## src/rtl/sdp_fifo.sv

```systemverilog
`timescale 1ns / 1ps

module sdp_fifo #(
    parameter int WIDTH = 8,
    parameter int DEPTH = 2
) (
    input  logic             i_clk,
    input  logic             i_rst_n,
    input  logic             i_push,
    input  logic [WIDTH-1:0] i_data,
    output logic             o_full,
    input  logic             i_pop,
    output logic [WIDTH-1:0] o_data,
    output logic             o_empty
);

    localparam int AW = $clog2(DEPTH);

    logic [WIDTH-1:0] r_mem [DEPTH];
    logic [AW-1:0]    r_wr;
    logic [AW-1:0]    r_rd;
    logic [AW:0]      r_cnt;
    logic             do_push;
    logic             do_pop;

    assign o_full  = (r_cnt == (AW+1)'(DEPTH));
    assign o_empty = (r_cnt == '0);
    assign do_push = i_push && !o_full;
    assign do_pop  = i_pop && !o_empty;
    assign o_data  = r_mem[r_rd];

    always_ff @(posedge i_clk) begin
        if (!i_rst_n) begin
            r_wr  <= '0;
            r_rd  <= '0;
            r_cnt <= '0;
        end else begin
            if (do_push) begin
                r_wr <= r_wr + AW'(1);
            end
            if (do_pop) begin
                r_rd <= r_rd + AW'(1);
            end
            case ({do_push, do_pop})
                2'b10:   r_cnt <= r_cnt + (AW+1)'(1);
                2'b01:   r_cnt <= r_cnt - (AW+1)'(1);
                default: r_cnt <= r_cnt;
            endcase
        end
    end

    always_ff @(posedge i_clk) begin
        if (do_push) begin
            r_mem[r_wr] <= i_data;
        end
    end

endmodule

```

## config.mk

```make
export PLATFORM = sky130hd
export DESIGN_NAME = sdp_fifo
export DESIGN_NICKNAME = d
export VERILOG_FILES = /design/src/rtl/sdp_fifo.sv
export SDC_FILE = /design/constraint.sdc
export NUM_CORES = 1
export LEC_CHECK = 0
export ABC_AREA = 0
export BUFFER_PORTS_ARGS = -buffer_cell sky130_fd_sc_hd__buf_2
export CAP_MARGIN = 25
export CORE_UTILIZATION = 40
export CTS_CLUSTER_DIAMETER = 50
export DETAILED_ROUTE_END_ITERATION = 12
export HOLD_SLACK_MARGIN = 0.06
export SKIP_CTS_REPAIR_TIMING = 1
export SLEW_MARGIN = 30
export SYNTH_ARGS = -nofsm -noshare
export SYNTH_HDL_FRONTEND = slang
export SYNTH_SLANG_ARGS = --single-unit
export TNS_END_PERCENT = 50
```

## constraint.sdc

```tcl
create_clock -name i_clk -period 3.5 [get_ports i_clk]
set_input_delay 0.175 -clock i_clk [delete_from_list [all_inputs] [get_ports i_clk]]
set_output_delay 0.175 -clock i_clk [all_outputs]
set_load 0.02 [all_outputs]
```

# Yosys cells after proc, flatten, opt, wreduce, memory -nomap -nowiden

Memory sizes are Yosys's and may differ from the RTL's. A register that Yosys moved wholly into a read port is not among the register bits.
Index checks and enable logic that the tools add are counted.

Word-level logic and storage cells: 22
Register bits after elaboration: 4
Memories kept: 1
Output and inout bits: 10
Bits in writable memories: 16

Memory list:

| memory | depth | bits a word | rd ports | clocked after Yosys merged registers in | wr ports | RTL line | RTL |
|---|---|---|---|---|---|---|---|
| r_mem  | 2     | 8           | 1        | 1                                       | 1        | 19       | `logic [WIDTH-1:0] r_mem [DEPTH];` |

Mux-type cells: 5
Eq/ne operators: 3
Reduce and logical (&&, ||, !) cells: 6
Add/subtract/negate cells: 4

Operators with widths:

| operator                                                            | number |
|---|---|
| 2-bit == test (second input constant)                               | 2 |
| 1-bit 2-to-1 mux                                                    | 4 |
| 2-bit one-hot mux with 2 select lines                               | 1 |
| 1-bit adder (second input constant)                                 | 2 |
| 2-bit by 1-bit adder with 2-bit output (second input constant)      | 1 |
| 2-bit by 1-bit == test with 1-bit output (second input constant)    | 1 |
| 1-bit logical AND                                                   | 2 |
| 1-bit zero test                                                     | 2 |
| 2-bit zero test                                                     | 1 |
| 2-bit nonzero test                                                  | 1 |
| 2-bit by 1-bit subtractor with 2-bit output (second input constant) | 1 |

# Longest topological paths before layout

Word-level depth: 5
Mapped depth: 6
Mapped depth without buffers: 6

# Worst setup path before layout

No wires, ideal clock.

Path type: reg2reg
Start: register r_cnt[0]
End: memory r_mem[0][0], enable pin
Period minus slack after synthesis: 1445 ps
Stages on the path, launching flop included: 5
Path buffers: 0
Required time: 3176 ps
Library setup time: 324 ps
Arrival: 1121 ps
Slack: 2055 ps
Cell sequence: dfxtp_1 nand2b_2 inv_2 or3_1 inv_1

Longest elaborated chain between the ends: 5

Ends and longest elaborated chain:

| what                                   | RTL line | RTL |
|---|---|---|
| from (decl)                            | 22       | `logic [AW:0] r_cnt;` |
| from (signal assigned)                 | 45       | `2'b10: r_cnt <= r_cnt + (AW+1)'(1);` |
| from (signal assigned)                 | 46       | `2'b01: r_cnt <= r_cnt - (AW+1)'(1);` |
| from (signal assigned)                 | 47       | `default: r_cnt <= r_cnt;` |
| 2-bit == test                          | 26       | `assign o_full = (r_cnt == (AW+1)'(DEPTH));` |
| net o_full                             | 11       | `output logic o_full,` |
| 1-bit zero test                        | 28       | `assign do_push = i_push && !o_full;` |
| 1-bit logical AND                      | 28       |  |
| 1-bit 2-to-1 mux                       | 53       | `if (do_push) begin` |
| 1-bit 2-to-1 mux (implied by the code) | 54       | `r_mem[r_wr] <= i_data;` |
| to (decl)                              | 19       |  |

The timed path passes the listed nets, and every way through them passes these cells.

==> flow_metrics.py <==
metrics = {
    "status": {
        "status": "completed",
    },
    "yosys": {
        "ys_ff_latch": 21,
        "synth.avg_cell_area_um2": 15.90,
        "ys_seq_area_frac": 0.7160,
        "yosys_warnings": 0,
        "ys_types": 18,
        "synth_fp_nets": 64,
        "syn_area_um2": 810.8,
        "syn_inst": 51,
    },
    "timing": {
        "period_needed_ns": 1.554,
        "setup_ws_ns": 1.946,
        "finalCritPeriodShare": 0.4439,
        "skew_ns": 0.004454,
        "setup_tns_ns": 0,
        "setup_violations": 0,
        "report.final.slew_viol_count": 0,
        "rsz0062_at_grt": "no",
        "fmax_mhz": 643.7,
        "worst_slew_margin_rel": 0.7442,
        "tightest_slew_ns": 0.3837,
        "holdWs_ns": 0.07240,
        "hold_viol": 0,
    },
    "power_and_ir_drop": {
        "p_int_uw": 485.7,
        "switching_share": 0.3251,
        "p_sw_uw": 233.9,
        "vdd_drop_max_uv": 398.0,
        "seq_power_share": 0.496,
        "combPwrFrac": 0.354,
        "clock_power_share": 0.150,
        "p_per_area_nw_per_um2": 698.8,
        "finalPower_uw": 719.5,
        "leakagePower_nw": 0.4076,
    },
    "setup_path": {
        "end_kind": "output port",
        "setup.worst_path.start_class": "register",
        "worstPathRequired_ns": 3.32,
        "cp_max_fo": 8,
        "crit_type": "reg2out",
        "worstPathArrival_ns": 1.38,
    },
    "clocking": {
        "clk_latency_ns": 0.29,
        "clk_pin_slew_ns": 0.11,
        "htree_levels": 1,
        "cts_root_buf": "clkbuf_4",
        "clock_sinks": 21,
        "clockBufferDepth": 2,
        "cts_tree": "built",
        "cts_buffers": 3,
    },
    "layout": {
        "layout-drive-gt1-share": 0.4198,
        "diodes": 0,
        "fin_nets": 95,
        "fin_util": 0.5656,
        "final_area_um2": 1030,
        "final_cells": 106,
        "area_growth_pct": 27.01,
        "fillCellCount": 166,
    },
    "detailed_routing": {
        "vias": 483,
        "final_antenna_net_count": 0,
        "routed_wl_um": 1212,
        "first_pass_iters": 4,
        "routedWlPerCell_um": 11.43,
        "via_per_inst": 4.557,
        "drc_errors": 0,
        "drt-initial-drc-count": 2,
    },
    "min_path": {
        "hp-class": "in2reg",
    },
    "place": {
        "port_buffers": 21,
        "dp_hpwl_um": 852.2,
        "gp_congestion": 0.6473,
        "place_area_um2": 943.4,
        "post-place-ws_ns": 1.969,
        "dp_cells": 96,
    },
    "die": {
        "initial_core_util": 0.4454,
        "dieHeight_um": 47.02,
        "io_pins": 22,
        "die-area_um2": 2211,
        "rows": 15,
        "coreArea_um2": 1821,
        "die_w_um": 47.02,
    },
    "global_routing": {
        "grt_max_degree": 12,
        "grt_first_pass_wirelength_um": 1607,
        "grt_use_total": 0.1145,
        "overflow": 0,
        "grt_pass1_vias": 421,
        "antenna_found_initial": 0,
    },
    "job": {
        "maxCapViolations": 0,
    },
}
[state kept, by name, summed over array words and instances, names as in the netlist, named ones only]
signal and count:
r_cnt 2, r_mem 16, r_rd 1, r_wr 1
[synth_stat cells, drive strengths merged]
master	n	area (µm²)
a21boi	2	15.01
and2	1	6.260
and3	1	6.260
clkbuf	1	3.750
dfxtp	5	100.1
edfxtp	16	480.5
ha	1	12.51
inv	3	11.26
mux2	8	90.09
nand2	1	3.750
nand2b	1	8.760
nor2	1	3.750
nor2b	2	12.51
o21a	1	7.510
o21ai	2	10.01
or3	2	12.51
xnor2	3	26.28
[critical path, stage by stage, from the launching register on]
cell and delay [ns]:
dfxtp_1 0.55, mux2_2 0.38, buf_2 0.16
[routing by layer]
metal,vias up,global-route usage,share of wire
met4,0,0.06857,0.0083
met1,224,0.09877,0.39
met3,2,0.03462,0.036
met2,12,0.2250,0.56
met5,-,0,0
li1,245,-,-
[cells by family (layout without fill, tap and decap cells)]
family                   after synthesis  in the layout  synth area share
AO/OA/AOI/OAI                          5              5           0.04012
XOR/XNOR                               3              3           0.03241
adder cells (fa/ha/maj)                1              1           0.01543
buffers and inverters                  4             34           0.01851
flip-flops                            21             21            0.7161
multiplexers                           8              8            0.1111
AND/OR/NAND/NOR                        9              9           0.06636
[layout by cell type, fill, tap and decap left out]
| master | count |
|---|---|
| buf_2 | 21 |
| o21a_1 | 1 |
| mux2_2 | 8 |
| dfxtp_1 | 5 |
| dlygate4sd3_1 | 6 |
| a21boi_1 | 2 |
| nor2b_1 | 2 |
| xnor2_1 | 3 |
| and2_1 | 1 |
| clkbuf_4 | 3 |
| o21ai_0 | 2 |
| ha_1 | 1 |
| clkbuf_1 | 1 |
| inv_1 | 2 |
| nand2_1 | 1 |
| nor2_1 | 1 |
| nand2b_2 | 1 |
| inv_2 | 1 |
| and3_1 | 1 |
| or3_1 | 2 |
| edfxtp_1 | 16 |
[area by class of cell]
cell class | count | area [µm²] | share of cell area
Clock buffer | 4 | 26.28 | 0.02552
Inverter | 3 | 11.26 | 0.01094
Tap cell | 25 | 31.28 | 0.03038
Multi-Input combinational cell | 26 | 215.2 | 0.2090
Timing Repair Buffer | 27 | 165.2 | 0.1604
Sequential cell | 21 | 580.6 | 0.5638
[power groups by stage]
stage	registers (mW)	clock network, mW	logic [mW]
after detailed placement	0.364	0	0.251
after global placement	0.362	0	0.249
after global routing	0.365	0.120	0.278
after CTS	0.359	0.114	0.253
after floorplan	0.345	0	0.201
final	0.357	0.108	0.254
[path summary, 6_finish.rpt]
| kind | start | cells past startpoint | slack [ns] | endpoint |
|---|---|---|---|---|
| hold reg to reg | r_wr | 2 | 0.49 | r_wr |
| hold / removal | i_data[6] | 1 | 0.07 | r_mem[0][6] |
| setup reg to reg | r_cnt[0] | 4 | 1.97 | r_mem[0][1] |
| setup / recovery | register | 2 | 1.95 | o_data[4] |
(Power assumes the default switching activity.)
