[src/rtl/sdp_pkg.sv]
`timescale 1ns / 1ps

package sdp_pkg;

    // Defaults for the top-level parameters
    localparam int HIGH_TICKS_DEF    = 2;
    localparam int TICKS_PER_MIN_DEF = 60000000;

    // Phase timer / low time width
    localparam int TIMER_W = 26;

    // Register reset values
    localparam int SPR_DEF = 200;
    localparam int RPM_DEF = 60;

    // Input modes
    localparam logic [2:0] MODE_TICK  = 3'd0;
    localparam logic [2:0] MODE_STEPS = 3'd1;
    localparam logic [2:0] MODE_DEG   = 3'd2;
    localparam logic [2:0] MODE_REV   = 3'd3;
    localparam logic [2:0] MODE_ZERO  = 3'd4;
    localparam logic [2:0] MODE_STOP  = 3'd5;

    // Register indexes (paddr[3:2])
    localparam logic [1:0] REG_SPR     = 2'd0;
    localparam logic [1:0] REG_RPM     = 2'd1;
    localparam logic [1:0] REG_DIR_INV = 2'd2;
    localparam logic [1:0] REG_DRV_EN  = 2'd3;

    // Queue depths
    localparam int MID_DEPTH = 16;
    localparam int OUT_DEPTH = 2;

    // x/360 by reciprocal: estimate is q or q-1, fixed by one compare
    localparam int         DEG_PER_REV  = 360;
    localparam int         RECIP_SHIFT  = 38;
    localparam logic [29:0] DIV360_RECIP =
        30'((64'd1 << RECIP_SHIFT) / 64'(DEG_PER_REV));

    typedef enum logic [2:0] {
        K_NOP,
        K_TICK,
        K_MOVE,
        K_ZERO,
        K_STOP
    } t_kind;

    typedef struct packed {
        logic [2:0]         mode;
        logic signed [31:0] amount;
    } t_in_word;

    typedef struct packed {
        logic               step_level;
        logic               direction;
        logic               enable_n;
        logic signed [31:0] position;
        logic               busy_res;
        logic               rejected;
    } t_out_word;

    // Classified command handed from front to back
    typedef struct packed {
        t_kind       kind;
        logic        neg;
        logic [31:0] steps;
    } t_cmd;

endpackage

[src/rtl/sdp_div.sv]
`timescale 1ns / 1ps

module sdp_div
    import sdp_pkg::*;
#(
    parameter int TICKS_PER_MINUTE = TICKS_PER_MIN_DEF
) (
    input  logic               i_clk,
    input  logic               i_rst_n,
    input  logic               i_start,
    input  logic [15:0]        i_spr,
    input  logic [15:0]        i_rpm,
    output logic               o_busy,
    output logic [TIMER_W-1:0] o_low_time
);

    // Restoring divide, one quotient bit per cycle.
    localparam int                 CNT_W     = $clog2(TIMER_W);
    localparam logic [TIMER_W-1:0] DIVIDEND  = TIMER_W'(TICKS_PER_MINUTE);
    localparam logic [TIMER_W-1:0] LOW_RESET =
        TIMER_W'(TICKS_PER_MINUTE / (SPR_DEF * RPM_DEF));

    logic               r_busy;
    logic [CNT_W-1:0]   r_cnt;
    logic [31:0]        r_den;
    logic [31:0]        r_rem;
    logic [TIMER_W-1:0] r_quo;
    logic [TIMER_W-1:0] r_low;

    logic [32:0]        rem_sh;
    logic [32:0]        rem_sub;
    logic               ge;
    logic [31:0]        n_rem;
    logic [TIMER_W-1:0] n_quo;

    assign rem_sh  = {r_rem, DIVIDEND[r_cnt]};
    assign ge      = (rem_sh >= {1'b0, r_den});
    assign rem_sub = rem_sh - {1'b0, r_den};
    assign n_rem   = ge ? rem_sub[31:0] : rem_sh[31:0];
    assign n_quo   = {r_quo[TIMER_W-2:0], ge};

    always_ff @(posedge i_clk) begin
        if (!i_rst_n) begin
            r_busy <= 1'b0;
            r_cnt  <= '0;
            r_low  <= LOW_RESET;
        end else if (i_start) begin
            r_den  <= {16'b0, i_rpm} * {16'b0, i_spr};
            r_rem  <= '0;
            r_quo  <= '0;
            r_cnt  <= CNT_W'(TIMER_W - 1);
            r_busy <= 1'b1;
        end else if (r_busy) begin
            r_rem <= n_rem;
            r_quo <= n_quo;
            if (r_cnt == '0) begin
                r_busy <= 1'b0;
                r_low  <= n_quo;
            end else begin
                r_cnt <= r_cnt - CNT_W'(1);
            end
        end
    end

    assign o_busy     = r_busy || i_start;
    assign o_low_time = r_low;

endmodule

[config.mk]
export PLATFORM = sky130hd
export DESIGN_NAME = sdp_div
export DESIGN_NICKNAME = d
export VERILOG_FILES = /design/src/rtl/sdp_pkg.sv /design/src/rtl/sdp_div.sv
export SDC_FILE = /design/constraint.sdc
export NUM_CORES = 1
export LEC_CHECK = 0
export ABC_AREA = 1
export BUFFER_PORTS_ARGS = -buffer_cell sky130_fd_sc_hd__buf_4
export CORE_MARGIN = 2
export CORE_UTILIZATION = 62
export CTS_CLUSTER_DIAMETER = 150
export DETAILED_ROUTE_END_ITERATION = 6
export PLACE_DENSITY = 0.89
export REMOVE_ABC_BUFFERS = 1
export SLEW_MARGIN = 20
export SYNTH_ARGS = -nofsm -noshare
export SYNTH_HDL_FRONTEND = slang
export SYNTH_SLANG_ARGS = --single-unit
[constraint.sdc]
create_clock -name i_clk -period 15.69 [get_ports i_clk]
set_clock_uncertainty 0.15 [all_clocks]
set_input_delay 0 -clock i_clk [delete_from_list [all_inputs] [get_ports i_clk]]
set_output_delay 0 -clock i_clk [all_outputs]
set_load 0.02 [all_outputs]
## Word-level counts from Yosys, hierarchy flattened

Memory sizes are Yosys's and may differ from the RTL's.
Cells that the tools add are included.

- Bits in read-only memories: 32
- Memories kept: 1
- Output and inout port bits: 27
- Register bits after elaboration: 121
- Logic and storage cells: 36

- Multipliers: 1
- Reduce and logical (&&, ||, !) cells: 9
- Order comparisons: 2
- Add/sub/neg operators: 2
- Muxes and demuxes: 10
- Bitwise gates (word level): 3
- Equality and inequality tests: 1

Memory list:

| memory | depth | bits a word | read ports | clocked after memory_dff | wr ports | RTL line | source |
|---|---|---|---|---|---|---|---|
| (name not given) | 32 | 1 | 1 | 0 | 0 | sdp_div.sv:36 | `assign rem_sh = {r_rem, DIVIDEND[r_cnt]};` |

Operators with widths:

| cell | count |
|---|---|
| 32-bit 2-to-1 mux | 2 |
| 33-bit by 32-bit greater-or-equal comparator with 1-bit output | 1 |
| 16-bit by 16-bit multiplier with 32-bit output | 1 |
| 32-bit subtractor | 1 |
| 25-bit 2-to-1 mux | 1 |
| 5-bit 2-to-1 mux | 3 |
| 2-bit AND reduction | 4 |
| 5-bit by 6-bit < comparator with 1-bit output (second input constant) | 1 |
| 5-bit zero test | 1 |
| 5-bit by 1-bit subtractor with 5-bit output (second input constant) | 1 |
| 1-bit 2-to-1 mux | 4 |
| 1-bit NOT | 3 |
| 3-bit AND reduction | 1 |
| 2-bit != test (second input constant) | 1 |
| 2-bit nonzero test | 1 |
| 2-bit OR reduction | 1 |
| 1-bit logical OR | 1 |

## Longest topological paths before layout

- Depth after elaboration: 5
- Mapped depth: 27
- Mapped depth without buffers: 25

## Worst setup path after synthesis

OpenSTA, ideal clock, no wires.

- Path kind: input -> register
- Start: in i_spr[12]
- End: reg r_den[28] (data pin)
- Stages: 20
- Setup time: 0.252 ns
- Data required time: 15.288 ns
- Slack: 10.436 ns
- Data arrival time: 4.852 ns
- Cells stage by stage: clkbuf_1 -> clkbuf_1 -> nand2_1 -> fa_1 -> inv_1 -> fa_1 -> fa_1 -> fa_1 -> fa_1 -> inv_1 -> fa_1 -> inv_1 -> ha_1 -> nand2_1 -> nor2_1 -> inv_1 -> nor3_1 -> nand2_1 -> nand3_1 -> nand2_1

- Word-level cells in the longest chain between the ends: 1

Ends and longest elaborated chain:

| what | RTL line | source |
|---|---|---|
| start, declared | sdp_div.sv:11 | `input logic [15:0] i_spr,` |
| 16-bit by 16-bit multiplier with 32-bit output | sdp_div.sv:48 | `r_den <= {16'b0, i_rpm} * {16'b0, i_spr};` |
| end signal, assigned | sdp_div.sv:48 |  |
| end, declared | sdp_div.sv:25 | `logic [31:0] r_den;` |

Every way passes these cells.
A chain may end at the register's enable or synchronous reset.

## Final worst setup path

- Start: in i_spr[1]
- End: reg r_den[22] (data pin)

The elaborated chain is that of the path after synthesis.

==> run summary <==
OpenSTA, run right after detailed placement, puts the worst setup slack at 10.20 ns. Row generation in the floorplan step produced 59 rows. The synthesized instance count is 2255, and the adder-cell share of the synthesized area is 0.342.

The area fraction in compound gates after synthesis is 0.0437, and the worst endpoint required time is 15.69 ns. The tools report the post-placement cell area as 17100 um^2. On the critical path, the stage with the largest delay is an instance of sky130_fd_sc_hd__fa_1. The part of the Yosys area used for sequential elements is 0.200, and the fraction of final layout cells sized beyond drive strength 1 is 0.0525.

By area, the combinational part of the netlist is dominated by adder cells. The arrival time at the worst endpoint was 5.11 ns. The number of port buffers works out to 61. The ratio of routed vias to standard cells was 5.32; the number of cells upsized or downsized after cts was 0. The number of iterations in the first detailed-routing pass is 7, and the length of routed wiring on met1 is 16400 um. After global routing the overflow that remains totals 0. The filler cell count in the final layout came out at 2123. The run gives 16600 um^2 as the mapped cell area. With fillers left out, the area of the finished cells amounts to 17700 um^2. The simple-gate portion of the synthesized area was 0.241.

Portion of netlist area occupied by mux cells: 0. Routability-driven placement finished with a final weighted congestion of 0.962. The average instance in the mapped netlist occupies 7.34 um^2.

The worst hold path class was primary input to flip-flop. Once routing completed, OpenROAD measured the worst setup slack at 10.59 ns. The die width was 167 um; the delay of the slowest cell on the worst path was 0.55 ns. Walking the worst path, the cells encountered are buf_4 > nand2_1 > fa_1 > fa_1 > fa_1 > inv_1 > fa_1 > fa_1 > inv_1 > fa_1 > inv_1 > ha_1 > nand2_1 > nor2_1 > inv_1 > o21ai_0 > nand2_1 > nand3b_1 > xor2_1. Post-route clock period utilization: 0.325. The post-synthesis share of cell area spent on xor and xnor gates came out at 0.0206. STA classifies the critical path endpoint as a flip-flop. The maximum clock frequency was 0.196 GHz.

Setup repair after global routing left no endpoint under its margin. Start-to-end type of the worst setup path: primary input to flip-flop. The net count reported at finish came out at 2625.

The final reports fail on design-rule violations. The average routed wire per standard cell came out at 15.7 um. The total DRC errors in the routed layout was 1; the filler-free cell count of the finished design was 2603. The number of global-route vias before repair came out at 14400. The initial antenna violation count is 0, and the DRC marker count from the first detailed-route iteration is 1170. In this run, CTS created clock tree buffers numbering 17.

In this run the standard cell core region covers 26100 um^2. Including well taps, the total number of placed cells is 2567. The clock transition at the register clock pins on the worst setup and hold paths after CTS came out at 0.06 ns. The initial core utilization was 0.633. The logs give 2 for the worst-case clock buffer depth and 13800 for the total via count after detailed routing. The tools report the count of antenna-violating nets left after detailed routing as 0. The later pin in the worst-skew pair is clocked with a latency of 0.41 ns. Clock tree synthesis found a total of 121 sinks. The tool flagged a number of max-cap violations equal to 0. In this run, synthesis produced a sequential element count of 121. The run gives 0 as the number of max-slew violations in the final report. The run gives 4 as the number of levels in the clock H-tree. The tree is rooted in a sky130_fd_sc_hd__clkbuf_16. STA classifies the critical path startpoint as a primary input. Once detailed placement completed, the half-perimeter wirelength came to 32800 um.

Most used cell along the critical path: sky130_fd_sc_hd__fa_1. The repair_antennas step left the layout with diodes totalling 0. For the pin with the worst max-slew slack, the measured transition is 1.01 ns. The final hold violation count is 0.

The tools report the worst slew margin relative to its limit as 0.327. Routed signal wires occupy layers up through met4. Counting distinct cell types in the post-synthesis netlist gives 40. The floorplan step defined a die boundary enclosing 28000 um^2.

Relative to the synthesized area, the layout overhead comes to 6.94%. The largest fanout of any net on the critical path was 16. The maximum number of pins on one net before global-route repair was 58.

Setup violations remaining at the end of the flow were counted as 0. The floorplan step set the die height to 167 um. The aggregate global-route resource usage is 0.302, and the setup total negative slack is 0 ns.

The flow ran to the end, but the final reports show violations. TritonCTS built the clock tree. After detailed routing, the met3 layer carries 2440 um of wire. During synthesis, Yosys emitted a total of 0 warnings. The clock period minus worst slack was 5.10 ns; the global-route wire length before repair was 68000 um. 62 I/O pins were placed. The run gives 41000 um as the total detailed-routing wirelength. The amount of wire on met2 after detailed routing is 20700 um.
## synthesized netlist by cell type, drive strengths merged
| cell type | n | area share |
|---|---|---|
| a21boi | 1 | 0.00045 |
| a21o | 9 | 0.0041 |
| a21oi | 80 | 0.025 |
| a31oi | 4 | 0.0015 |
| and2 | 8 | 0.0032 |
| buf | 11 | 0.0059 |
| clkbuf | 74 | 0.017 |
| clkinv | 2 | 0.00045 |
| dfxtp | 32 | 0.039 |
| edfxtp | 89 | 0.16 |
| fa | 195 | 0.24 |
| ha | 140 | 0.11 |
| inv | 571 | 0.13 |
| nand2 | 687 | 0.16 |
| nand2b | 1 | 0.00038 |
| nand3 | 49 | 0.015 |
| nand3b | 31 | 0.015 |
| nand4 | 10 | 0.0038 |
| nor2 | 177 | 0.043 |
| nor3 | 10 | 0.0030 |
| o2111ai | 1 | 0.00053 |
| o211ai | 5 | 0.0023 |
| o21a | 1 | 0.00045 |
| o21ai | 21 | 0.0063 |
| o21bai | 6 | 0.0027 |
| o31ai | 1 | 0.00045 |
| xnor2 | 8 | 0.0042 |
| xor2 | 31 | 0.016 |
## cell families after synthesis
family / count (synthesis)
AO/OA/AOI/OAI: 129
XOR/XNOR: 39
adder cells (fa/ha/maj): 335
buffers and inverters: 658
flip-flops: 121
AND/OR/NAND/NOR: 973
## cell type report
| class | instances | area [um^2] | share of cell area |
|---|---|---|---|
| clock buffers | 20 | 489 | 0.0276 |
| repair buffers | 66 | 505 | 0.0286 |
| clock inverters | 12 | 103 | 0.00580 |
| flip-flops and latches | 121 | 3310 | 0.187 |
| multi-input cells | 1476 | 10700 | 0.606 |
| well taps | 335 | 419 | 0.0237 |
| inverters | 573 | 2150 | 0.122 |
## metrics by stage
step / utilization / hold WS [ns]
after CTS: 0.677 / 0.0473
after global routing: 0.677 / 0.0910
after detailed placement: 0.653 / 0.121
final: 0.677 / 0.0615
after floorplan: - / -0.0514
after global placement: 0.653 / 0.115
## worst max-delay path: cells and delay by family
family | cells | cell delay, ns
compound gates | 1 | 0.38
fa+ha+maj | 7 | 3.41
simple gates | 5 | 0.83
buf+inv | 5 | 0.41
xor+xnor | 1 | 0.07
## sequential cells by signal, summed over array words and instances, names as in the netlist
signal	cells
r_den	32
r_rem	32
r_busy	1
o_low_time	26
r_quo	25
r_cnt	5
## path summary, 6_finish.rpt
check / cells past startpoint / start / end / slack [ns]
min reg2reg: 2 / o_low_time[10] / o_low_time[10] / 0.32
max: 19 / i_spr[1] / r_den[22] / 10.59
max reg2reg: 17 / r_cnt[0] / r_rem[20] / 12.04
min: 4 / i_rpm[1] / r_den[1] / 0.06
## layout by cell type, fill, tap and decap left out, drive strengths merged
cell           n
inv          578
o31ai          1
a31oi          4
clkinvlp       1
o21ai         21
o21bai         6
nand2b         1
edfxtp        89
dfxtp         32
xnor2          8
xor2          31
clkinv         6
and2           8
buf           62
nor2         177
a21oi         80
nand2        687
clkbuf        20
ha           140
dlygate4sd3    4
nand3b        31
nand3         49
nor3          10
fa           195
o211ai         5
a21o           9
a21boi         1
o21a           1
nand4         10
o2111ai        1
## timing repair
item,4_1_cts,5_1_grt
hold endpoints to repair,35,0
hold buffers,4,0
buffers inserted,0,0
## layer usage
metal,global-route usage,up-vias
li1,-,6627
met1,0.365,6565
met2,0.550,539
met3,0.0357,115
met4,0.119,0
met5,0,-
Power is not shown: default switching activity piles up to over one toggle a cycle in this logic, so the estimate is an artifact.
