## config.mk

```make
export PLATFORM = sky130hd
export DESIGN_NAME = sdp_back
export DESIGN_NICKNAME = d
export VERILOG_FILES = /design/src/rtl/sdp_pkg.sv /design/src/rtl/sdp_back.sv
export SDC_FILE = /design/constraint.sdc
export NUM_CORES = 1
export LEC_CHECK = 0
export BUFFER_PORTS_ARGS = -buffer_cell sky130_fd_sc_hd__buf_2
export CORE_MARGIN = 2
export CORE_UTILIZATION = 40
export CTS_BUF_LIST = sky130_fd_sc_hd__clkbuf_16
export CTS_CLUSTER_DIAMETER = 80
export DETAILED_ROUTE_END_ITERATION = 7
export GPL_ROUTABILITY_DRIVEN = 0
export PLACE_DENSITY = 0.68
export SYNTH_ARGS = -nofsm -noshare
export SYNTH_HDL_FRONTEND = slang
export SYNTH_SLANG_ARGS = --single-unit
```

## constraint.sdc

```tcl
create_clock -name i_clk -period 5.1 [get_ports i_clk]
set_clock_uncertainty 0.1 [all_clocks]
set_input_delay 0.255 -clock i_clk [delete_from_list [all_inputs] [get_ports i_clk]]
set_output_delay 0.255 -clock i_clk [all_outputs]
set_load 0.05 [all_outputs]
```

## src/rtl/sdp_pkg.sv

```systemverilog
`timescale 1ns / 1ps

package sdp_pkg;

    // Defaults for the top-level parameters
    localparam int HIGH_TICKS_DEF    = 2;
    localparam int TICKS_PER_MIN_DEF = 60000000;

    // Phase timer / low time width
    localparam int TIMER_W = 26;

    // Register reset values
    localparam int SPR_DEF = 200;
    localparam int RPM_DEF = 60;

    // Input modes
    localparam logic [2:0] MODE_TICK  = 3'd0;
    localparam logic [2:0] MODE_STEPS = 3'd1;
    localparam logic [2:0] MODE_DEG   = 3'd2;
    localparam logic [2:0] MODE_REV   = 3'd3;
    localparam logic [2:0] MODE_ZERO  = 3'd4;
    localparam logic [2:0] MODE_STOP  = 3'd5;

    // Register indexes (paddr[3:2])
    localparam logic [1:0] REG_SPR     = 2'd0;
    localparam logic [1:0] REG_RPM     = 2'd1;
    localparam logic [1:0] REG_DIR_INV = 2'd2;
    localparam logic [1:0] REG_DRV_EN  = 2'd3;

    // Queue depths
    localparam int MID_DEPTH = 16;
    localparam int OUT_DEPTH = 2;

    // x/360 by reciprocal: estimate is q or q-1, fixed by one compare
    localparam int         DEG_PER_REV  = 360;
    localparam int         RECIP_SHIFT  = 38;
    localparam logic [29:0] DIV360_RECIP =
        30'((64'd1 << RECIP_SHIFT) / 64'(DEG_PER_REV));

    typedef enum logic [2:0] {
        K_NOP,
        K_TICK,
        K_MOVE,
        K_ZERO,
        K_STOP
    } t_kind;

    typedef struct packed {
        logic [2:0]         mode;
        logic signed [31:0] amount;
    } t_in_word;

    typedef struct packed {
        logic               step_level;
        logic               direction;
        logic               enable_n;
        logic signed [31:0] position;
        logic               busy_res;
        logic               rejected;
    } t_out_word;

    // Classified command handed from front to back
    typedef struct packed {
        t_kind       kind;
        logic        neg;
        logic [31:0] steps;
    } t_cmd;

endpackage

```

## src/rtl/sdp_back.sv

```systemverilog
`timescale 1ns / 1ps

module sdp_back
    import sdp_pkg::*;
#(
    parameter int HIGH_TICKS = HIGH_TICKS_DEF
) (
    input  logic               i_clk,
    input  logic               i_rst_n,
    input  logic               i_valid,
    input  t_cmd               i_cmd,
    input  logic               i_out_full,
    input  logic [TIMER_W-1:0] i_low_time,
    input  logic               i_dir_invert,
    input  logic               i_drive_en,
    output logic               o_pop,
    output t_out_word          o_word
);

    localparam logic [TIMER_W-1:0] HIGH_T = TIMER_W'(HIGH_TICKS);

    logic               r_pulse;
    logic               r_dir;
    logic               r_up;
    logic [31:0]        r_pos;
    logic [31:0]        r_left;
    logic [TIMER_W-1:0] r_tmr;

    logic               n_pulse;
    logic               n_dir;
    logic               n_up;
    logic [31:0]        n_pos;
    logic [31:0]        n_left;
    logic [TIMER_W-1:0] n_tmr;
    logic               rej;
    logic               busy;

    assign busy  = (r_left != '0);
    assign o_pop = i_valid && !i_out_full;

    always_comb begin
        logic [TIMER_W-1:0] tmr;
        logic               fin;

        n_pulse = r_pulse;
        n_dir   = r_dir;
        n_up    = r_up;
        n_pos   = r_pos;
        n_left  = r_left;
        n_tmr   = r_tmr;
        rej     = 1'b0;
        fin     = 1'b0;
        tmr     = r_tmr;

        case (i_cmd.kind)
            K_MOVE: begin
                if (busy) begin
                    rej = 1'b1;
                end else if (i_cmd.steps != '0) begin
                    n_up    = !i_cmd.neg;
                    n_dir   = !i_cmd.neg ^ i_dir_invert;
                    n_left  = i_cmd.steps;
                    n_pulse = 1'b1;
                    n_tmr   = HIGH_T;
                end
            end
            K_TICK: begin
                if (busy) begin
                    if (tmr != '0) begin
                        tmr = tmr - TIMER_W'(1);
                    end
                    n_tmr = tmr;
                    if (tmr == '0) begin
                        if (r_pulse) begin
                            n_pulse = 1'b0;
                            n_tmr   = i_low_time;
                            fin     = (i_low_time == '0);
                        end else begin
                            fin = 1'b1;
                        end
                    end
                end
            end
            K_ZERO: n_pos = '0;
            K_STOP: begin
                n_left  = '0;
                n_pulse = 1'b0;
                n_tmr   = '0;
            end
            default: ;
        endcase

        // end of one step
        if (fin) begin
            n_pos   = r_pos + (r_up ? 32'd1 : 32'hFFFF_FFFF);
            n_left  = r_left - 32'd1;
            n_pulse = (r_left != 32'd1);
            n_tmr   = (r_left != 32'd1) ? HIGH_T : '0;
        end
    end

    always_ff @(posedge i_clk) begin
        if (!i_rst_n) begin
            r_pulse <= 1'b0;
            r_dir   <= 1'b0;
            r_up    <= 1'b1;
            r_pos   <= '0;
            r_left  <= '0;
            r_tmr   <= '0;
        end else if (o_pop) begin
            r_pulse <= n_pulse;
            r_dir   <= n_dir;
            r_up    <= n_up;
            r_pos   <= n_pos;
            r_left  <= n_left;
            r_tmr   <= n_tmr;
        end
    end

    always_comb begin
        o_word.step_level = n_pulse;
        o_word.direction  = n_dir;
        o_word.enable_n   = !i_drive_en;
        o_word.position   = n_pos;
        o_word.busy_res   = (n_left != '0);
        o_word.rejected   = rej;
    end

endmodule

```

# After elaboration in Yosys (flattened, before gate mapping)
# Index checks and enable logic that the tools add are counted.
[op_classes]
add_sub_neg = 3
bitwise_logic = 2
mux = 33
reduce_logical = 13
eq_ne = 8
[op_table]
columns = ["operator", "count"]
rows = [
  ["$mux 26", 9],
  ["$mux 32", 6],
  ["$reduce_bool 32->1", 3],
  ["$pmux 26 s3", 1],
  ["$pmux 32 s2", 1],
  ["$logic_not 26->1", 2],
  ["$add 32x32->32", 1],
  ["$ne 32x1->1 const B", 1],
  ["$sub 32x1->32 const B", 1],
  ["$reduce_bool 26->1", 1],
  ["$sub 26x1->26 const B", 1],
  ["$mux 1", 14],
  ["$ne 3x3->1 const B", 3],
  ["$eq 3x2->1 const B", 2],
  ["$reduce_and 5->1", 1],
  ["$reduce_and 4->1", 1],
  ["$reduce_bool 4->1", 1],
  ["$eq 3x1->1 const B", 1],
  ["$eq 3x3->1 const B", 1],
  ["$logic_not 1->1", 3],
  ["$pmux 1 s3", 1],
  ["$mux 2", 1],
  ["$logic_and 1x1->1", 1],
  ["$not 1->1", 1],
  ["$xor 1x1->1", 1],
]
[word_totals]
regBits = 93
input_bits = 68

# Longest topological paths before layout
# Gate-level depths: netlist of the first run.
[logic_depth]
word_depth = 10
depth_mapped = 17
ltp_nobuf = 14

# Least setup slack after synthesis of the first run
# No wires, ideal clock.
[synth_path]
path_kind = "register -> register"
from = "register r_tmr[0]"
to = "register r_pos[11]"
setup_ps = 70
required_ps = 4930
path_slack_ps = 41
n_path_buf = 4
path_stages_with_launch = 17
arrival_ps = 4889
period_less_slack_ps = 5059
cell_sequence = "dfxtp_1 > inv_1 > ha_1 > or3b_1 > clkbuf_1 > nor3_2 > o2111ai_1 > a221o_1 > a221o_1 > or4_4 > or2_4 > buf_6 > clkbuf_1 > clkbuf_1 > o31ai_1 > nand2_1 > a21oi_1"
[synth_lines]
columns = ["element", "line_no", "source"]
rows = [
  ["start, declared", "sdp_back.sv:27", "logic [TIMER_W-1:0] r_tmr;"],
  ["start signal, assigned", "sdp_back.sv:116", "r_tmr <= n_tmr;"],
  ["end signal, assigned", "sdp_back.sv:114", "r_pos <= n_pos;"],
  ["end, declared", "sdp_back.sv:25", "logic [31:0] r_pos;"],
]

==> impl_metrics.py, run 1 <==
metrics = {
    "finish": {
        "antenna_cells": 0,
        "stdcell_count": 1400,
        "layout_common_cells": "127 x nor2_1, 126 x nand2_1, 104 x buf_2, 86 x dfxtp_1, 78 x a21oi_1",
        "final_common_cell": "nor2_1",
        "finish.utilization_pct": 48.2,
        "num-nets-final": 1264,
        "synthToLayoutAreaGrowth_pct": 18.2,
        "fill_cells": 1819,
        "drive_gt1_share_pct": 19.0,
    },
    "die": {
        "core_area_mm2": 0.0187,
        "die_area_mm2": 0.0202,
        "num_rows": 50,
        "die_y_um": 142,
        "initial_core_util_pct": 40.7,
        "io-pin-count": 106,
        "die_w_um": 142,
    },
    "clocking": {
        "cts_hold_buf": 0,
        "cts.clk_slew.worst_paths_ps": 70,
        "htreeDepth": 3,
        "clock_path_buffers": 2,
        "tritoncts": "built",
        "clk_latency_ps": 360,
        "cts_inserted_buffers": 9,
        "root_buffer": "clkbuf_16",
        "clock_sinks": 93,
    },
    "global_route": {
        "grt_pass1_vias": 7661,
        "antenna_found_initial": 0,
        "grt_start_max_net_pins": 64,
        "grt.overflow.total": 0,
        "grt_pass1_wl_um": 39800,
        "track_usage_pct": 24.2,
    },
    "route": {
        "drt-vias-per-instance": 6.14,
        "drc": 0,
        "routed-via-count": 8597,
        "dr.pass1.iters": 5,
        "drt-initial-drc-count": 708,
        "drt_wl_total_um": 24600,
        "ant_nets": 0,
        "wire_per_inst_um": 17.6,
    },
    "sta": {
        "worstMarginPinSlew_ps": 896,
        "drv_slew": 0,
        "max_slew_margin_pct": 40.3,
        "hold_viol": 0,
        "rsz0062_at_grt": "true",
        "timing.final.ws_setup_ps": -5.82,
        "post-route-period-util_pct": 100,
        "setup_viol": 1,
        "fin_crit_ps": 5110,
        "fmax_ghz": 0.196,
    },
    "place": {
        "dp_cells": 1368,
        "place_hpwl_um": 17100,
        "port_buffers": 105,
    },
    "setup_path": {
        "crit_path_end_kind": "output pin",
        "worst-setup-path-type": "flip-flop to output pin",
        "cp.arrival_ps": 4750,
        "crit_required_ps": 4740,
        "cp_max_fo": 11,
        "reg2reg_slack_ps": 1050,
        "start_kind": "flip-flop",
    },
    "synth": {
        "synth_nets": 1173,
        "synthFlopType": "dfxtp_1",
        "synth_edf_count": 0,
        "synth_cells": 1070,
        "ys_seq_area_share_pct": 24.4,
        "synth_area_per_cell_um2": 7.12,
        "synth_async_sr_flop_share_pct": 0,
        "synth_cell_types": 78,
        "synthesis.area_mm2": 0.00762,
        "ys_ff_latch": 93,
        "yosysWarnings": 0,
    },
    "outcome": {
        "outcome": "finished with violations",
        "violations": "negative setup slack",
    },
    "power_and_ir_drop": {
        "power.density_mw_per_mm2": 214,
        "ir_drop_mv": 0.174,
        "p_leak_nw": 3.70,
    },
    "job": {
        "maxCapViolations": 0,
    },
    "min_path": {
        "hold_path.class": "primary input to flip-flop",
    },
}
[state kept, by name, indices dropped and copies added, names as in the netlist]
register / count
r_tmr: 26
r_pos: 32
r_dir: 1
r_pulse: 1
r_left: 32
r_up: 1
[cell type report]
cell class	count	area (um2)	share of cell area, %
well taps	234	293	3.25
inverters	19	71.3	0.792
multi-input cells	887	5560	61.7
clock inverters	7	66.3	0.736
clock buffers	9	225	2.50
repair buffers	151	918	10.2
flip-flops and latches	93	1870	20.8
[synthesized netlist by cell type (6+ instances only)]
cell / instances / area [um2]
o21ai_1: 34 / 170
xor2_1: 16 / 140
nor2b_1: 8 / 50.1
a211oi_1: 21 / 158
ha_1: 34 / 425
dfxtp_1: 93 / 1860
clkbuf_1: 50 / 188
and3_1: 8 / 50.1
a2bb2oi_1: 12 / 105
nor3b_1: 7 / 52.6
nand4_1: 10 / 62.6
a21oi_1: 79 / 395
o41ai_1: 6 / 52.6
nand2b_1: 12 / 75.1
o21a_1: 7 / 52.6
nor3_1: 45 / 225
o211ai_1: 10 / 75.1
nor2_1: 128 / 480
o21ai_0: 48 / 240
nand3_1: 57 / 285
o31ai_1: 8 / 60.1
a22oi_1: 8 / 60.1
a221oi_1: 8 / 70.1
nor4_1: 30 / 188
or4_1: 8 / 60.1
nand2_1: 126 / 473
inv_1: 19 / 71.3
or3_1: 15 / 93.8
a221o_1: 10 / 100
buf_1: 10 / 37.5
a21o_1: 15 / 113
xnor2_1: 21 / 184
[stage by stage]
stage               power [mW]  worst slack [ps]  TNS, ps  cell area [um2]  hold slack [ps]
floorplan                 1.08              41.0        0             7620              285
global placement          1.21               127        0             8380              340
detailed placement        1.21              81.9        0             8380              351
CTS                       1.92              1.87        0             8800             19.3
global route              2.02              -146     -146             9010             36.7
finish                    1.93             -5.82    -5.82             9010             28.5
[worst max-delay path, cell delays in order, from the launching register on]
cell and delay (ps):
dfxtp_4 380, or4_4 560, nor3_4 300, o21ai_2 100
o21a_1 190, or3_1 420, or4_4 590, o21ai_4 180
buf_4 160, clkbuf_16 150, o21ai_0 80, a21o_1 210
and4b_1 240, nand4_1 110, or4_4 550, buf_6 170
[kinds of logic after synthesis]
family	Yosys count	share of synthesized area [%]
XOR/XNOR	37	4.25
adder cells (fa/ha/maj)	35	5.85
buffers and inverters	90	4.96
multiplexers	4	0.542
AO/OA/AOI/OAI	322	27.9
AND/OR/NAND/NOR	489	32.0
flip-flops	93	24.4
[routing by layer]
layer,track usage [%],part of all wire (%),up-vias
met2,39.1,46,373
met4,6.26,2.0,0
met3,4.68,8.0,43
li1,-,-,4164
met1,33.0,44,4017
met5,0,0,-
[final timing paths]
kind,start,end,cells after the start
setup / recovery,r_tmr[5],o_word[1],15
hold / removal,i_cmd[32],r_up,2
setup reg to reg,r_tmr[5],r_pos[30],12
hold reg to reg,r_dir,r_dir,2
[timing repair]
action	CTS	global route
cloned	0	1
pin swaps	2	16
gates resized for setup	25	26
endpoints found under the setup margin	1	3
buffers inserted	4	11
[report_power, final]
group | switching [mW] | internal [mW] | leakage (nW)
logic | 0.292 | 0.173 | 2.79
clock network | 0.317 | 0.378 | 0.142
registers | 0.0257 | 0.743 | 0.759
(Power assumes the default switching activity.)
==> run 2, diff against run 1 <==
SLEW_MARGIN = 0   (was unset)
clock period = 4.8 ns   (was 5.1 ns; I/O delays follow)
==> impl_metrics.py, run 2 (synthesized netlist as in run 1, its figures left out) <==
metrics = {
    "die": {
        "die_y_um": 142,
        "die_area_mm2": 0.0202,
        "num_rows": 50,
        "io-pin-count": 106,
        "initial_core_util_pct": 40.7,
        "core_area_mm2": 0.0187,
        "die_w_um": 142,
    },
    "setup_path": {
        "timing.rr.end": "r_tmr[4]",
        "regToRegStartpoint": "r_tmr[0]",
        "start_kind": "flip-flop",
        "crit_required_ps": 4460,
        "worst-setup-path-type": "flip-flop to output pin",
        "reg2reg_slack_ps": 510,
        "cp.arrival_ps": 4840,
        "r2r_cells": 14,
        "crit_path_end_kind": "output pin",
        "cp_max_fo": 11,
    },
    "route": {
        "wire_per_inst_um": 18.2,
        "drt-vias-per-instance": 6.16,
        "ant_nets": 0,
        "drt-initial-drc-count": 830,
        "dr.pass1.iters": 7,
        "routed-via-count": 8797,
        "drt_wl_total_um": 26000,
        "drc": 0,
    },
    "sta": {
        "max_slew_margin_pct": 39.0,
        "rsz0062_at_grt": "true",
        "worstMarginPinSlew_ps": 915,
        "post-route-period-util_pct": 108,
        "setup_viol": 1,
        "setup_tns_ps": -375,
        "drv_slew": 0,
        "fin_crit_ps": 5180,
        "fmax_ghz": 0.193,
        "hold_viol": 0,
        "timing.final.ws_setup_ps": -375,
    },
    "finish": {
        "reg_top3": "r_left x32, r_pos x32, r_tmr x26",
        "drive_gt1_share_pct": 21.0,
        "layout_common_cells": "128 x nor2_1, 126 x nand2_1, 102 x buf_2, 88 x dfxtp_1, 77 x a21oi_1",
        "multiInputGateArea_mm2": 0.00560,
        "stdcell_count": 1427,
        "finish.utilization_pct": 49.7,
        "num-nets-final": 1291,
        "antenna_cells": 0,
        "final_common_cell": "nor2_1",
        "stdcell_area_mm2": 0.00931,
        "synthToLayoutAreaGrowth_pct": 22.1,
        "regArea_mm2": 0.00187,
        "fill_cells": 1848,
    },
    "power_and_ir_drop": {
        "p_seq_share_pct": 39.5,
        "switching_share_pct": 32.9,
        "power_switching_mw": 0.680,
        "ir_drop_mv": 0.187,
        "p_leak_nw": 3.86,
        "clkPwrFrac_pct": 35.9,
        "power.density_mw_per_mm2": 222,
        "p_comb_share_pct": 24.6,
        "p_int_mw": 1.39,
    },
    "clocking": {
        "clock_path_buffers": 2,
        "tritoncts": "built",
        "clk_latency_ps": 360,
        "cts_inserted_buffers": 9,
        "cts.clk_slew.worst_paths_ps": 70,
        "root_buffer": "clkbuf_16",
        "clock_sinks": 93,
        "cts_hold_buf": 0,
        "htreeDepth": 3,
    },
    "outcome": {
        "violations": "negative setup slack",
        "outcome": "finished with violations",
    },
    "min_path": {
        "hold_path.class": "primary input to flip-flop",
        "min_to": "r_up",
        "holdPathStages": 2,
        "min_from": "i_cmd[32]",
    },
    "place": {
        "place_hpwl_um": 17900,
        "preCtsSetupSlack_ps": -19.8,
        "port_buffers": 105,
        "place_area_mm2": 0.00861,
        "dp_cells": 1394,
    },
    "job": {
        "maxCapViolations": 0,
    },
    "global_route": {
        "grt_pass1_vias": 8113,
        "grt_start_max_net_pins": 70,
        "grt_pass1_wl_um": 41000,
        "antenna_found_initial": 0,
        "grt.overflow.total": 0,
        "track_usage_pct": 24.9,
    },
}
==> run 2: cell types whose count changed in the layout (fill, tap and decap cells not counted), sizes merged <==
cell | previous run | this run
clkinvlp | 1 | 2
clkbuf | 10 | 11
inv | 21 | 18
bufbuf | 0 | 1
buf | 150 | 175
clkinv | 3 | 5
==> run 2: worst max-delay path, stage by stage, from the launching register on <==
cell,delay [ps]
dfxtp_1,340
or4_4,590
nor3_4,300
o21ai_2,110
o21a_1,190
or3_1,400
or4_4,590
o21ai_4,270
bufbuf_16,330
o21ai_0,80
a21oi_1,220
and4b_1,220
nand4_1,110
or4_4,540
buf_6,170
==> run 2: worst max-delay path by stage <==
stage               startpoint    endpoint  slack, ps  cells past startpoint
finish                r_tmr[0]   o_word[1]       -380                     14
CTS                   r_tmr[0]   o_word[1]       -240                     16
global route          r_tmr[8]   o_word[1]       -500                     14
floorplan                 r_up  o_word[32]         40                     13
global placement      r_tmr[2]   o_word[1]         60                     15
detailed placement    r_tmr[0]   o_word[1]        -20                     16
==> run 2: per-layer routing <==
metal  vias to the layer above  global-route usage (%)  part of all wire (%)
met3                        74                    4.51                   7.6
met2                       419                    40.0                    46
met5                         -                       0                     0
li1                       4218                       -                     -
met4                         0                    8.53                   2.8
met1                      4086                    33.6                    44
==> run 2: power groups by stage <==
stage | Sequential [mW] | Clock, mW | Combinational (mW)
after floorplan | 0.824 | 0 | 0.321
after global placement | 0.831 | 0 | 0.465
after detailed placement | 0.832 | 0 | 0.468
after CTS | 0.814 | 0.757 | 0.488
after global routing | 0.818 | 0.791 | 0.549
final | 0.816 | 0.741 | 0.509
==> run 2: per-stage QoR <==
step / hold WS (ps) / power [mW]
2_1_floorplan: 270 / 1.14
3_3_place_gp: 343 / 1.30
3_5_place_dp: 351 / 1.30
4_1_cts: 12.2 / 2.06
5_1_grt: 32.4 / 2.16
6_report: 6.59 / 2.07
==> run 2: layout make-up <==
type                    instances  share of cell area, %
clock buffers                   9                   2.42
well taps                     234                   3.15
inverters                      19                  0.807
flip-flops and latches         93                   20.1
multi-input cells             887                   60.2
clock inverters                 7                  0.713
repair buffers                178                   12.7
==> run 2: repair_timing <==
item / in CTS / in global routing
endpoints found under the setup margin: 3 / 25
setup buffers: 5 / 10
cloned: 1 / 1
pin swaps: 4 / 12
gates resized for setup: 23 / 33
